<file path="config.mk">
export PLATFORM = sky130hd
export DESIGN_NAME = one_button_led_dimmer_unit_flat
export DESIGN_NICKNAME = d
export VERILOG_FILES = /design/src/rtl/obld_pkg.sv /design/src/rtl/obld_req_if.sv /design/src/rtl/obld_rsp_if.sv /design/src/rtl/obld_step.sv /design/src/rtl/one_button_led_dimmer_unit.sv /design/src/flat_wrapper.sv
export SDC_FILE = /design/constraint.sdc
export NUM_CORES = 1
export LEC_CHECK = 0
export BUFFER_PORTS_ARGS = -buffer_cell sky130_fd_sc_hd__buf_2
export CORE_MARGIN = 4
export CORE_UTILIZATION = 40
export CTS_CLUSTER_DIAMETER = 50
export DETAILED_ROUTE_END_ITERATION = 8
export SLEW_MARGIN = 15
export SYNTH_ARGS = -nofsm -noshare
export SYNTH_HDL_FRONTEND = slang
export SYNTH_SLANG_ARGS = --single-unit
</file>
<file path="constraint.sdc">
create_clock -name clock -period 8.8 [get_ports clock]
set_input_delay 2.64 -clock clock [delete_from_list [all_inputs] [get_ports clock]]
set_output_delay 2.64 -clock clock [all_outputs]
set_load 0.05 [all_outputs]
</file>
<file path="src/rtl/obld_pkg.sv">
// ----------------------------------------------------------------------------
// obld_pkg - shared definitions for the one-button LED dimmer
// Level width, register map codes, configuration and state records, and the
// one-step ramp function.
// ----------------------------------------------------------------------------
package obld_pkg;

   localparam int LevelBits = 8;
   localparam int DutyBits  = 8;
   localparam int CountBits = 16;
   localparam int CsrAddrBits = 5;
   localparam int CsrDataBits = 32;

   typedef logic [LevelBits-1:0] level_type;
   typedef logic [CountBits-1:0] count_type;
   typedef logic [7:0]           wait_type;

   localparam level_type LevelMax          = '1;
   localparam count_type PressMax          = '1;
   localparam level_type DefaultLevelReset = LevelBits'(97);

   // Register indexes, taken from the word address of the port.
   typedef enum logic [2:0] {
      CSR_LONG_PRESS   = 3'd0,
      CSR_END_HOLD     = 3'd1,
      CSR_HIGH_LEVEL   = 3'd2,
      CSR_HIGH_TIMEOUT = 3'd3,
      CSR_DEFAULT_LVL  = 3'd4,
      CSR_SLOW_ZONE    = 3'd5
   } csr_index_type;

   typedef struct packed {
      count_type long_press_ticks;
      wait_type  end_hold_ticks;
      level_type high_level;
      count_type high_timeout_ticks;
      level_type default_level;
      level_type slow_zone_level;
   } cfg_type;

   typedef struct packed {
      count_type press_ticks;
      logic      was_down;
      level_type level;
      level_type applied_level;
      level_type saved_level;
      logic      ramp_down;
      wait_type  wait_count;
      logic      at_limit;
      count_type high_countdown;
      logic      skip_next;
   } state_type;

   // Idle dimmer state after reset: everything zero but the saved level.
   localparam state_type StateReset = '{saved_level: DefaultLevelReset, default: '0};

   typedef struct packed {
      logic [DutyBits-1:0] duty_level;
      logic [DutyBits-1:0] compare_value;
      logic                holding_at_limit;
   } result_type;

   // One ramp step in the given direction, wrapping within the level width.
   function automatic level_type step_level(level_type v, logic down);
      return down ? v - level_type'(1) : v + level_type'(1);
   endfunction

endpackage

</file>
<file path="src/rtl/obld_req_if.sv">
// ----------------------------------------------------------------------------
// obld_req_if - button sample channel
// Valid/ready channel that carries one button sample per transfer.
// ----------------------------------------------------------------------------
interface obld_req_if;
   logic valid;
   logic ready;
   logic button_down;

   modport source (output valid, output button_down, input ready);
   modport sink   (input valid, input button_down, output ready);
endinterface

</file>
<file path="src/rtl/obld_rsp_if.sv">
// ----------------------------------------------------------------------------
// obld_rsp_if - dimmer result channel
// Valid/ready channel that carries the applied level and the hold flag.
// ----------------------------------------------------------------------------
interface obld_rsp_if;
   logic       valid;
   logic       ready;
   logic [7:0] duty_level;
   logic [7:0] compare_value;
   logic       holding_at_limit;

   modport source (output valid, output duty_level, output compare_value,
                   output holding_at_limit, input ready);
   modport sink   (input valid, input duty_level, input compare_value,
                   input holding_at_limit, output ready);
endinterface

</file>
<file path="src/rtl/obld_step.sv">
// ----------------------------------------------------------------------------
// obld_step - per-tick next-state logic
// Computes the dimmer state after one button sample and the result it shows.
// ----------------------------------------------------------------------------
module obld_step (
   input  obld_pkg::cfg_type    cfg,
   input  obld_pkg::state_type  cur,
   input  logic                 button_down,
   output obld_pkg::state_type  nxt,
   output obld_pkg::result_type result
);
   import obld_pkg::*;

   always_comb begin
      nxt = cur;

      // Overheat timeout: fall back, arm, or count down (holding at zero).
      if (cur.high_countdown == count_type'(1)) begin
         nxt.level          = cfg.default_level;
         nxt.applied_level  = cfg.default_level;
         nxt.ramp_down      = 1'b0;
         nxt.high_countdown = '0;
      end else if (cur.high_countdown == '0 && cur.level > cfg.high_level) begin
         nxt.high_countdown = cfg.high_timeout_ticks;
      end else if (cur.high_countdown != '0) begin
         nxt.high_countdown = cur.high_countdown - count_type'(1);
      end

      if (button_down) begin
         nxt.high_countdown = '0;
         if (!cur.was_down) begin
            nxt.was_down    = 1'b1;
            nxt.press_ticks = '0;
         end
         if (nxt.press_ticks != PressMax) begin
            nxt.press_ticks = nxt.press_ticks + count_type'(1);
         end
         if (nxt.press_ticks >= cfg.long_press_ticks) begin
            // Long press ramp.
            if (nxt.at_limit) begin
               if (nxt.wait_count == '0) begin
                  nxt.ramp_down = !nxt.ramp_down;
                  nxt.level     = step_level(nxt.level, nxt.ramp_down);
                  nxt.at_limit  = 1'b0;
               end else begin
                  nxt.wait_count = nxt.wait_count - wait_type'(1);
               end
            end else begin
               if (nxt.ramp_down && nxt.level <= level_type'(1)) begin
                  nxt.level      = '0;
                  nxt.at_limit   = 1'b1;
                  nxt.wait_count = cfg.end_hold_ticks;
               end else if (nxt.level < cfg.slow_zone_level) begin
                  if (nxt.skip_next) begin
                     nxt.skip_next = 1'b0;
                  end else begin
                     nxt.level     = step_level(nxt.level, nxt.ramp_down);
                     nxt.skip_next = 1'b1;
                  end
               end else if (!nxt.ramp_down &&
                            nxt.level >= LevelMax - level_type'(1)) begin
                  nxt.level      = LevelMax;
                  nxt.at_limit   = 1'b1;
                  nxt.wait_count = cfg.end_hold_ticks;
               end else begin
                  nxt.level = step_level(nxt.level, nxt.ramp_down);
               end
               nxt.applied_level = nxt.level;
            end
         end
      end else if (cur.was_down) begin
         nxt.was_down = 1'b0;
         if (cur.press_ticks < cfg.long_press_ticks) begin
            // Short press toggles off (saving the level) or back on.
            if (nxt.level != '0) begin
               nxt.saved_level = nxt.level;
               nxt.level       = '0;
            end else begin
               nxt.level = cur.saved_level;
            end
            nxt.applied_level = nxt.level;
         end else begin
            if (nxt.at_limit) begin
               nxt.at_limit   = 1'b0;
               nxt.wait_count = '0;
            end
            nxt.ramp_down = !nxt.ramp_down;
         end
         nxt.press_ticks = '0;
      end

      result.duty_level       = DutyBits'(nxt.applied_level);
      result.compare_value    = DutyBits'(LevelMax - nxt.applied_level);
      result.holding_at_limit = nxt.at_limit;
   end

endmodule

</file>
<file path="src/rtl/one_button_led_dimmer_unit.sv">
// ----------------------------------------------------------------------------
// one_button_led_dimmer_unit - one-button LED dimmer
// Turns one button sample per timer tick into a PWM level: short presses
// toggle the light, long presses ramp it, and a high level times out.
// ----------------------------------------------------------------------------
//
//   Channel   Direction  Payload                                   Handshake
//   req       in         button_down                               valid/ready
//   rsp       out        duty_level, compare_value, holding_at_limit valid/ready
//   csr       in/out     six config registers at byte 4*i          APB, no wait
//
// Every accepted sample yields exactly one result in the next cycle; a new
// sample can be accepted in every cycle unless a stalled result holds the single result register.
// Reset (synchronous, active high) restores the register defaults and the
// idle dimmer state, with the saved level at 97.
// A stalled result stays in the result register; input is still taken in
// the same cycle that the waiting result is transferred.
// ----------------------------------------------------------------------------
module one_button_led_dimmer_unit (
   input  logic                                clock,
   input  logic                                reset,
   obld_req_if.sink                            req,
   obld_rsp_if.source                          rsp,
   input  logic                                psel,
   input  logic                                penable,
   input  logic                                pwrite,
   input  logic [obld_pkg::CsrAddrBits-1:0]    paddr,
   input  logic [obld_pkg::CsrDataBits-1:0]    pwdata,
   output logic [obld_pkg::CsrDataBits-1:0]    prdata,
   output logic                                pready
);
   import obld_pkg::*;

   cfg_type    cfg_ff, cfg_in;
   state_type  state_ff, state_in;
   result_type result_ff, result_in;
   logic       rsp_valid_ff, rsp_valid_in;
   logic       take_sample;
   logic       csr_write;
   csr_index_type csr_index;

   // ------------------------------------------------------------------
   // Configuration registers. The port never inserts wait states, and a
   // write lands on the access cycle. Word addresses past the register
   // list are ignored on write and read back as zero.
   // ------------------------------------------------------------------
   assign pready    = 1'b1;
   assign csr_write = psel && penable && pwrite && pready;
   assign csr_index = csr_index_type'(paddr[CsrAddrBits-1:2]);

   always_comb begin
      cfg_in = cfg_ff;
      if (csr_write) begin
         unique case (csr_index)
            CSR_LONG_PRESS:   cfg_in.long_press_ticks   = pwdata[CountBits-1:0];
            CSR_END_HOLD:     cfg_in.end_hold_ticks     = pwdata[7:0];
            CSR_HIGH_LEVEL:   cfg_in.high_level         = pwdata[LevelBits-1:0];
            CSR_HIGH_TIMEOUT: cfg_in.high_timeout_ticks = pwdata[CountBits-1:0];
            CSR_DEFAULT_LVL:  cfg_in.default_level      = pwdata[LevelBits-1:0];
            CSR_SLOW_ZONE:    cfg_in.slow_zone_level    = pwdata[LevelBits-1:0];
            default:          cfg_in = cfg_ff;
         endcase
      end
   end

   always_comb begin
      unique case (csr_index)
         CSR_LONG_PRESS:   prdata = CsrDataBits'(cfg_ff.long_press_ticks);
         CSR_END_HOLD:     prdata = CsrDataBits'(cfg_ff.end_hold_ticks);
         CSR_HIGH_LEVEL:   prdata = CsrDataBits'(cfg_ff.high_level);
         CSR_HIGH_TIMEOUT: prdata = CsrDataBits'(cfg_ff.high_timeout_ticks);
         CSR_DEFAULT_LVL:  prdata = CsrDataBits'(cfg_ff.default_level);
         CSR_SLOW_ZONE:    prdata = CsrDataBits'(cfg_ff.slow_zone_level);
         default:          prdata = '0;
      endcase
   end

   always_ff @(posedge clock) begin
      if (reset) begin
         cfg_ff.long_press_ticks   <= count_type'(70);
         cfg_ff.end_hold_ticks     <= 8'd150;
         cfg_ff.high_level         <= level_type'(200);
         cfg_ff.high_timeout_ticks <= count_type'(30000);
         cfg_ff.default_level      <= DefaultLevelReset;
         cfg_ff.slow_zone_level    <= level_type'(30);
      end else begin
         cfg_ff <= cfg_in;
      end
   end

   // ------------------------------------------------------------------
   // Sample handshake. A sample is taken whenever the result register is
   // empty or its contents are being transferred in this same cycle.
   // ------------------------------------------------------------------
   assign req.ready   = !rsp_valid_ff || rsp.ready;
   assign take_sample = req.valid && req.ready;

   // The whole tick update is one pass of combinational logic.
   obld_step u_step (
      .cfg         (cfg_ff),
      .cur         (state_ff),
      .button_down (req.button_down),
      .nxt         (state_in),
      .result      (result_in)
   );

   always_comb begin
      rsp_valid_in = rsp_valid_ff;
      if (take_sample) begin
         rsp_valid_in = 1'b1;
      end else if (rsp.ready) begin
         rsp_valid_in = 1'b0;
      end
   end

   // Dimmer state moves only when a sample is taken.
   always_ff @(posedge clock) begin
      if (reset) begin
         state_ff     <= StateReset;
         rsp_valid_ff <= 1'b0;
      end else begin
         if (take_sample) begin
            state_ff <= state_in;
         end
         rsp_valid_ff <= rsp_valid_in;
      end
   end

   // Result payload needs no reset; it is qualified by the valid flag.
   always_ff @(posedge clock) begin
      if (take_sample) begin
         result_ff <= result_in;
      end
   end

   assign rsp.valid            = rsp_valid_ff;
   assign rsp.duty_level       = result_ff.duty_level;
   assign rsp.compare_value    = result_ff.compare_value;
   assign rsp.holding_at_limit = result_ff.holding_at_limit;

   // ------------------------------------------------------------------
   // Assertions
   // ------------------------------------------------------------------
   a_result_follows_sample: assert property (@(posedge clock) disable iff (reset)
      take_sample |=> rsp.valid)
      else $error("taken sample did not produce a result");

   a_state_frozen_when_idle: assert property (@(posedge clock) disable iff (reset)
      !take_sample |=> $stable(state_ff))
      else $error("dimmer state changed without a taken sample");

   a_press_tracks_button: assert property (@(posedge clock) disable iff (reset)
      take_sample |=> state_ff.was_down == $past(req.button_down))
      else $error("press flag does not follow the button sample");

   a_press_clears_timeout: assert property (@(posedge clock) disable iff (reset)
      take_sample && req.button_down |=> state_ff.high_countdown == '0)
      else $error("timeout countdown running while the button is held");

endmodule
</file>
<file path="src/flat_wrapper.sv">
// flat-port wrapper written by rule: the top's interface ports become plain ports
module one_button_led_dimmer_unit_flat import obld_pkg::*;
  (clock, reset, psel, penable, pwrite, paddr, pwdata, prdata, pready, req_valid, req_button_down, req_ready, rsp_valid, rsp_duty_level, rsp_compare_value, rsp_holding_at_limit, rsp_ready);
  obld_req_if req_i ();
  obld_rsp_if rsp_i ();
  input  logic clock;
  input  logic reset;
  input  logic psel;
  input  logic penable;
  input  logic pwrite;
  input  logic [obld_pkg::CsrAddrBits-1:0] paddr;
  input  logic [obld_pkg::CsrDataBits-1:0] pwdata;
  output logic [obld_pkg::CsrDataBits-1:0] prdata;
  output logic pready;
  input wire logic [$bits(req_i.valid)-1:0] req_valid;
  input wire logic [$bits(req_i.button_down)-1:0] req_button_down;
  output wire logic [$bits(req_i.ready)-1:0] req_ready;
  output wire logic [$bits(rsp_i.valid)-1:0] rsp_valid;
  output wire logic [$bits(rsp_i.duty_level)-1:0] rsp_duty_level;
  output wire logic [$bits(rsp_i.compare_value)-1:0] rsp_compare_value;
  output wire logic [$bits(rsp_i.holding_at_limit)-1:0] rsp_holding_at_limit;
  input wire logic [$bits(rsp_i.ready)-1:0] rsp_ready;
  assign req_i.valid = req_valid;
  assign req_i.button_down = req_button_down;
  assign req_ready = req_i.ready;
  assign rsp_valid = rsp_i.valid;
  assign rsp_duty_level = rsp_i.duty_level;
  assign rsp_compare_value = rsp_i.compare_value;
  assign rsp_holding_at_limit = rsp_i.holding_at_limit;
  assign rsp_i.ready = rsp_ready;
  one_button_led_dimmer_unit u_core (.clock(clock), .reset(reset), .req(req_i), .rsp(rsp_i), .psel(psel), .penable(penable), .pwrite(pwrite), .paddr(paddr), .pwdata(pwdata), .prdata(prdata), .pready(pready));
endmodule
</file>
==> results of run 1 <==
==> per-layer routing <==
layer / global-route usage [%] / wire [um] / vias to the layer above
met2: 38.7 / 15100 / 325
met4: 8.62 / 942 / 4
met1: 30.0 / 13900 / 4585
met5: 0 / 14 / -
met3: 3.90 / 1720 / 76
li1: - / - / 4654
==> critical path, delay by kind of cell <==
kind | cells | cell delay [ps]
AND/OR/NAND/NOR | 1 | 540
AO/OA/AOI/OAI | 3 | 520
buffers and inverters | 2 | 680
==> area by class of cell <==
cell class	count	area [um2]	area share (%)
Multi-Input combinational cell	994	6120	55.8
Sequential cell	150	3170	29.0
Clock buffer	17	425	3.88
Timing Repair Buffer	75	414	3.78
Tap cell	324	405	3.70
Inverter	63	236	2.16
Clock inverter	15	181	1.66
Antenna cell	1	2.50	0.0228
==> path summary, 6_finish.rpt <==
| kind | to | slack (ps) | cells past startpoint |
|---|---|---|---|
| hold / removal | u_core.cfg_ff[55] | 460 | 2 |
| setup reg to reg | u_core.rsp.compare_value[3] | 3150 | 18 |
| setup / recovery | prdata[1] | 1780 | 6 |
| hold reg to reg | u_core.cfg_ff[55] | 460 | 2 |
==> sequential cells by signal, indices dropped and copies added (netlist names) <==
signal and count:
u_core.state_ff 68, u_core.rsp.duty_level 8, u_core.rsp.valid 1, u_core.rsp.holding_at_limit 1, u_core.rsp.compare_value 8, u_core.cfg_ff 64
==> metrics by stage <==
stage / util (%) / std cells
after floorplan: - / 1302
after global placement: 42.5 / 1605
after detailed placement: 42.5 / 1605
after CTS: 45.0 / 1637
after global routing: 45.0 / 1638
final: 45.0 / 1639
==> placed cells by master (no fill, tap or decap), types with 17 or more instances in the layout <==
| master | count |
|---|---|
| clkbuf_16 | 17 |
| o211ai_1 | 30 |
| ha_1 | 57 |
| inv_1 | 61 |
| nand3_1 | 47 |
| a21oi_1 | 98 |
| conb_1 | 17 |
| nand2_1 | 159 |
| dfxtp_1 | 133 |
| a22oi_1 | 36 |
| buf_2 | 61 |
| nor3_1 | 36 |
| edfxtp_1 | 17 |
| nor2_1 | 143 |
| mux2i_1 | 42 |
| a211oi_1 | 22 |
| o21ai_0 | 69 |
==> cells by family after synthesis <==
| logic type | Yosys count | share of synthesized area (%) |
|---|---|---|
| other | 2 | 0.0759 |
| AOI/OAI and AO/OA | 367 | 24.4 |
| and+or+nand+nor | 483 | 22.3 |
| buffers and inverters | 158 | 6.82 |
| xor gates and xnor gates | 19 | 1.68 |
| adders and majority gates | 57 | 7.21 |
| DFF | 150 | 32.1 |
| muxes | 51 | 5.43 |
==> power by group through the flow <==
| stage | Sequential [uW] | Combinational, uW | Clock [uW] |
|---|---|---|---|
| 2_1_floorplan | 841 | 721 | 0 |
| 3_3_place_gp | 818 | 990 | 0 |
| 3_5_place_dp | 818 | 994 | 0 |
| 4_1_cts | 803 | 996 | 761 |
| 5_1_grt | 812 | 1120 | 789 |
| 6_report | 805 | 1010 | 749 |
==> results.toml, run 1 <==
[final_layout]
drive_gt1_share_pct = 10.3
fillCellCount = 2513
synthToLayoutAreaGrowth_pct = 10.7
fin_area_mm2 = 0.0110
finalNetCount = 1403

[detailed_routing]
postRouteAntennaNets = 0
avgViaCountPerCell = 5.88
drc = 0
drt-total-wl_um = 31600
firstDrtPassIters = 5
drtIter0Drc = 852
vias = 9644
routedWlPerCell_um = 19.3

[timing]
hold_ws_ps = 455
finalHoldViolCount = 0
timing.final.ws_setup_ps = 1780
setup_tns_ps = 0
slew_viol_final = 0
setup_viol = 0
fmax_mhz = 143
skew_ps = 15.0
rsz0062_at_grt = "no"
finalCritPeriodShare_pct = 79.7
relSlewSlack_pct = 19.7
tightest_slew_ps = 1190
period_needed_ps = 7020

[synthesis]
synth_edf_count = 17
seq_area_frac_synth_pct = 32.1
yosysMostFrequentCell = "nand2_1"
synth_seq_cells = 150
ys.flop_type = "dfxtp_1"
yosys-top-cells-count = "nand2_1 (159), nor2_1 (144), dfxtp_1 (133)"
synthCells = 1287
yosys_warnings = 0
synthTopCellsByArea = "dfxtp_1 (27%), ha_1 (7.2%), nand2_1 (6.0%), nor2_1 (5.5%), edfxtp_1 (5.2%)"
avgSynthCellArea_um2 = 7.69
synthArstFlopShare_pct = 0
syn_area_mm2 = 0.00989
synth.top_cell.area_share_pct = 26.9
synth_top_area_cell = "dfxtp_1"
synth_cell_types = 79

[run_status]
run_status = "completed"

[clock_tree]
cts-htree-levels = 4
clk_pin_slew_ps = 70
tritoncts = "built"
cts_hold_buf = 0
post-cts-setup-buffers = 0
clock-sinks = 150
cts.path.max_buffers = 2
clkLatencyLatePin_ps = 440
cts_resized = 0
cts_root_buffer = "clkbuf_16"
numCtsBuffers = 17

[pwr]
p_clk_share_pct = 29.2
combPwrFrac_pct = 39.3
max-vdd-ir-drop_mv = 0.184
p_seq_share_pct = 31.4
internal_power_uw = 1440
switchingPower_uw = 1120
power_leakage_uw = 0.00430
fin_total_pwr_uw = 2560
powerDensity_mw_per_mm2 = 234
swShare_pct = 43.8

[place]
placed_cell_area_mm2 = 0.0103
dpl_worst_slack_ps = 1830
port_buffers = 61
gp_congestion = 0.935
hpwl_um = 22900

[die]
dieArea_mm2 = 0.0273
core_mm2 = 0.0243
fp.dieH_um = 165
die_w_um = 165
core.rowCount = 57
pin_count = 97
initial_core_util_pct = 40.7

[min_path]
hold_path_class = "reg2reg"
hold_start = "u_core.cfg_ff[55]"

[global_routing]
grt_max_degree = 70
grt-ovfl-total = 0
grt_usage_pct = 23.2
grt_pass1_vias = 9044
grt_pass1_wl_um = 49800
antenna_found_initial = 2

[setup_path]
crit_slowest_cell = "and2_1"
required_ps = 6160
crit_top_cell = "buf_2"
cp-startpoint = "paddr[2]"
crit_path_end_kind = "output port"
arrival_ps = 4380
crit_type = "in2out"
slowest_delay_ps = 540
start_kind = "input port"
crit_path_cell_trace = "buf_2 -> and2_1 -> a22oi_1 -> o22a_1 -> o21ai_0 -> buf_2"
rr_startpoint = "u_core.state_ff[51]"
worst-path-max-fanout = 24

[job]
max-cap-violations = 0
Power figures use the tool's default switching activity.
==> run 2, diff against run 1 <==
==> constraint.sdc (replaced) <==
create_clock -name clock -period 6 [get_ports clock]
set_input_delay 1.8 -clock clock [delete_from_list [all_inputs] [get_ports clock]]
set_output_delay 1.8 -clock clock [all_outputs]
set_load 0.05 [all_outputs]
==> results.toml, run 2 (same netlist as run 1, synthesis figures left out) <==
[clock_tree]
cts_root_buffer = "clkbuf_16"
post-cts-setup-buffers = 0
tritoncts = "built"
numCtsBuffers = 17
cts_resized = 0
cts-htree-levels = 4
clk_pin_slew_ps = 70
clock-sinks = 150
cts_hold_buf = 0
cts.path.max_buffers = 2
clkLatencyLatePin_ps = 450

[die]
initial_core_util_pct = 40.7
die_w_um = 165
pin_count = 97
fp.dieH_um = 165
core_mm2 = 0.0243
dieArea_mm2 = 0.0273
core.rowCount = 57

[final_layout]
top_regs = "u_core.state_ff x68, u_core.cfg_ff x64"
drive_gt1_share_pct = 11.0
finalNetCount = 1415
regMostFlops = "u_core.state_ff"
synthToLayoutAreaGrowth_pct = 11.5
final_cell_mix = "nand2_1 (159), nor2_1 (144), dfxtp_1 (133), a21oi_1 (98), o21ai_0 (69)"
final_common_cell = "nand2_1"
n_antenna_cell = 0
fin_util_pct = 45.4
largest_reg_flops = 68
final_cells = 1650

[setup_path]
worst-path-max-fanout = 24
crit_path_end_kind = "output port"
rr_startpoint = "u_core.state_ff[2]"
crit_type = "in2out"
cp-startpoint = "paddr[2]"
required_ps = 4200
start_kind = "input port"
arrival_ps = 3570

[detailed_routing]
drt-total-wl_um = 31600
routedWlPerCell_um = 19.1
firstDrtPassIters = 6
avgViaCountPerCell = 5.89
postRouteAntennaNets = 0
vias = 9718
drc = 0
drtIter0Drc = 809

[timing]
setup_viol = 0
tightest_slew_ps = 1150
relSlewSlack_pct = 23.2
skew_ps = 16.0
rsz0062_at_grt = "no"
period_needed_ps = 5370
slew_viol_final = 0
fmax_mhz = 186
setup_tns_ps = 0
finalHoldViolCount = 0
finalCritPeriodShare_pct = 89.5

[min_path]
hold_path_class = "reg2reg"
hold_start = "u_core.cfg_ff[51]"

[global_routing]
grtUsageMet1_pct = 30.8
met3_usage_pct = 3.18
grt_max_degree = 84
grt_pass1_wl_um = 49700
grt-ovfl-total = 0
grt_pass1_vias = 9023
gr-usage-met2_pct = 37.8
top_usage_layer = "met2"
grt_usage_pct = 23.1
antenna_found_initial = 2

[place]
hpwl_um = 22800
placed_cells = 1617
gp_congestion = 0.998
port_buffers = 61

[pwr]
power_leakage_uw = 0.00436
powerDensity_mw_per_mm2 = 348
max-vdd-ir-drop_mv = 0.271

[run_status]
run_status = "completed"

[job]
max-cap-violations = 0
## run 2: cell types whose count changed in the layout (fill, tap and decap cells not counted), sizes merged
cell      change
buf          +12
clkbuf        +1
diode         -1
inv           +3
bufinv        +1
clkinv        -6
clkinvlp      +1
## run 2: cell type report
class                           count  area (um2)
Timing Repair Buffer               87         508
Multi-Input combinational cell    994        6110
Sequential cell                   150        3170
Tap cell                          324         405
Inverter                           63         236
Clock inverter                     14         158
Clock buffer                       18         439
Fill cell                        2458       13300
## run 2: path summary, 6_finish.rpt
| kind | end | slack, ps | cells after the start |
|---|---|---|---|
| worst max-delay path | prdata[1] | 630 | 6 |
| worst min-delay path | u_core.cfg_ff[51] | 460 | 2 |
| worst max register to register | u_core.rsp.duty_level[2] | 890 | 15 |
| worst min register to register | u_core.cfg_ff[51] | 460 | 2 |
## run 2: critical path, stage by stage
cell and delay [ps]:
buf_2 370, and2_1 540, a22oi_1 150, o22a_1 230, o21ai_0 140, buf_2 330
## run 2: routing by layer
layer	share of wire, %	up-vias
met4	3.2	4
met5	0.047	-
met1	44	4606
met3	6.1	71
met2	47	349
li1	-	4688
## run 2: through the flow
stage	instance area [um2]	hold slack, ps	worst slack [ps]	power, uW
floorplan	9950	436	499	2290
global placement	10400	441	684	2700
detailed placement	10400	448	686	2710
CTS	11000	457	681	3830
global route	11000	480	515	4040
finish	11000	458	633	3840
## run 2: where the power goes
group	internal, uW	total, uW	switching, uW
registers	1100	1180	76.5
clock network	603	1110	507
logic	481	1550	1070
==> run 3, diff against run 2 <==
--- a/config.mk
+++ b/config.mk
@@ -6,10 +6,13 @@
 export NUM_CORES = 1
 export LEC_CHECK = 0
 export BUFFER_PORTS_ARGS = -buffer_cell sky130_fd_sc_hd__buf_2
+export CELL_PAD_IN_SITES_DETAIL_PLACEMENT = 0
+export CELL_PAD_IN_SITES_GLOBAL_PLACEMENT = 2
 export CORE_MARGIN = 4
-export CORE_UTILIZATION = 40
+export CORE_UTILIZATION = 32
 export CTS_CLUSTER_DIAMETER = 50
 export DETAILED_ROUTE_END_ITERATION = 8
+export PLACE_DENSITY_LB_ADDON = 0.1
 export SLEW_MARGIN = 15
 export SYNTH_ARGS = -nofsm -noshare
 export SYNTH_HDL_FRONTEND = slang
==> results.toml, run 3 (same netlist as run 1, synthesis figures left out) <==
[detailed_routing]
avgViaCountPerCell = 5.48
firstDrtPassIters = 5
vias = 9481
drtIter0Drc = 734
postRouteAntennaNets = 0
drc = 0
routedWlPerCell_um = 21.1
drt-total-wl_um = 36500

[clock_tree]
cts_resized = 0
clkLatencyLatePin_ps = 440
tritoncts = "built"
cts_root_buffer = "clkbuf_16"
cts.path.max_buffers = 2
clk_pin_slew_ps = 60
cts_hold_buf = 0
clock-sinks = 150
post-cts-setup-buffers = 0
numCtsBuffers = 17
cts-htree-levels = 4

[global_routing]
grtUsageMet1_pct = 32.4
top_usage_layer = "met2"
grt_pass1_wl_um = 56400
antenna_found_initial = 0
grt_usage_pct = 21.8
gr-usage-met2_pct = 32.8
met3_usage_pct = 3.78
grt_pass1_vias = 9120
grt-ovfl-total = 0
grt_max_degree = 53

[setup_path]
start_kind = "input port"
crit_type = "in2out"
crit_path_cell_trace = "buf_2 -> nor2_1 -> a22oi_1 -> o22a_1 -> o21ai_0 -> buf_2"
crit_slowest_cell = "nor2_1"
required_ps = 4200
arrival_ps = 3590
slowest_delay_ps = 690
worst-path-max-fanout = 17
critPathTopFamily = "simple AND/OR/NAND/NOR gates"
crit_buf_inv = 2
crit_top_cell = "buf_2"
crit_path_end_kind = "output port"

[place]
dpl_worst_slack_ps = 626
hpwl_um = 26900
port_buffers = 61
gp_congestion = 0.877

[final_layout]
largest_reg_flops = 68
n_antenna_cell = 0
regMostFlops = "u_core.state_ff"
final_common_cell = "nand2_1"
synthToLayoutAreaGrowth_pct = 13.0
drive_gt1_share_pct = 11.5
final_cell_mix = "nand2_1 (159), nor2_1 (144), dfxtp_1 (133), a21oi_1 (98), o21ai_0 (69)"
finalNetCount = 1424
top_regs = "u_core.state_ff x68, u_core.cfg_ff x64"

[timing]
relSlewSlack_pct = 30.7
timing.final.ws_setup_ps = 611
setup_tns_ps = 0
fmax_mhz = 186
tightest_slew_ps = 1030
slew_viol_final = 0
finalCritPeriodShare_pct = 89.8
rsz0062_at_grt = "no"
setup_viol = 0
finalHoldViolCount = 0
period_needed_ps = 5390
skew_ps = 13.7

[die]
initial_core_util_pct = 32.4
die_w_um = 184
core.rowCount = 64
dieArea_mm2 = 0.0338
core_mm2 = 0.0305
fp.dieH_um = 184
pin_count = 97

[pwr]
max-vdd-ir-drop_mv = 0.272
p_clk_share_pct = 28.6
power_leakage_uw = 0.00439
switchingPower_uw = 1620
swShare_pct = 42.0
powerDensity_mw_per_mm2 = 346
combPwrFrac_pct = 40.9
internal_power_uw = 2240
p_seq_share_pct = 30.5

[run_status]
run_status = "completed"

[min_path]
hold_path_class = "reg2reg"

[job]
max-cap-violations = 0
==> run 3: layout make-up <==
cell class	instances	area, um2
inverter	63	236
sequential	150	3170
multi-input combinational	994	6110
clock inverter	12	125
clock buffer	20	468
timing repair buffer	96	571
tap	396	495
fill	3278	19300
==> run 3: power by group through the flow <==
stage / logic, uW / clock network, uW / registers [uW]
6_report: 1580 / 1110 / 1180
5_1_grt: 1750 / 1170 / 1190
4_1_cts: 1590 / 1130 / 1180
3_5_place_dp: 1580 / 0 / 1200
3_3_place_gp: 1590 / 0 / 1200
2_1_floorplan: 1060 / 0 / 1230
==> run 3: tightest hold or removal path: cells and delay by family, from the launching register on <==
kind	cells	cell delay [ps]
simple gates	1	50
compound gates	1	50
flops	1	310
==> run 3: path summary, 6_finish.rpt <==
kind	to	depth (start not counted)	slack, ps	startpoint
setup / recovery	prdata[1]	6	610	paddr[3]
hold / removal	u_core.cfg_ff[55]	2	450	u_core.cfg_ff[55]
setup reg to reg	u_core.rsp.duty_level[2]	16	840	u_core.state_ff[2]
hold reg to reg	u_core.cfg_ff[55]	2	450	u_core.cfg_ff[55]
==> run 3: through the flow <==
step | instance area [um2] | hold WS, ps | cells | total power [uW] | util (%)
floorplan | 9950 | 436 | 1302 | 2290 | -
global placement | 10600 | 443 | 1699 | 2790 | 34.7
detailed placement | 10600 | 447 | 1699 | 2780 | 34.7
CTS | 11200 | 457 | 1731 | 3900 | 36.7
global route | 11200 | 475 | 1731 | 4120 | 36.7
finish | 11200 | 455 | 1731 | 3870 | 36.7
==> run 3: layer usage <==
metal  part of all wire, %  up-vias
met5                     0        -
met4                   1.4        0
met3                   4.4       25
met2                    43      221
met1                    51     4540
li1                      -     4695
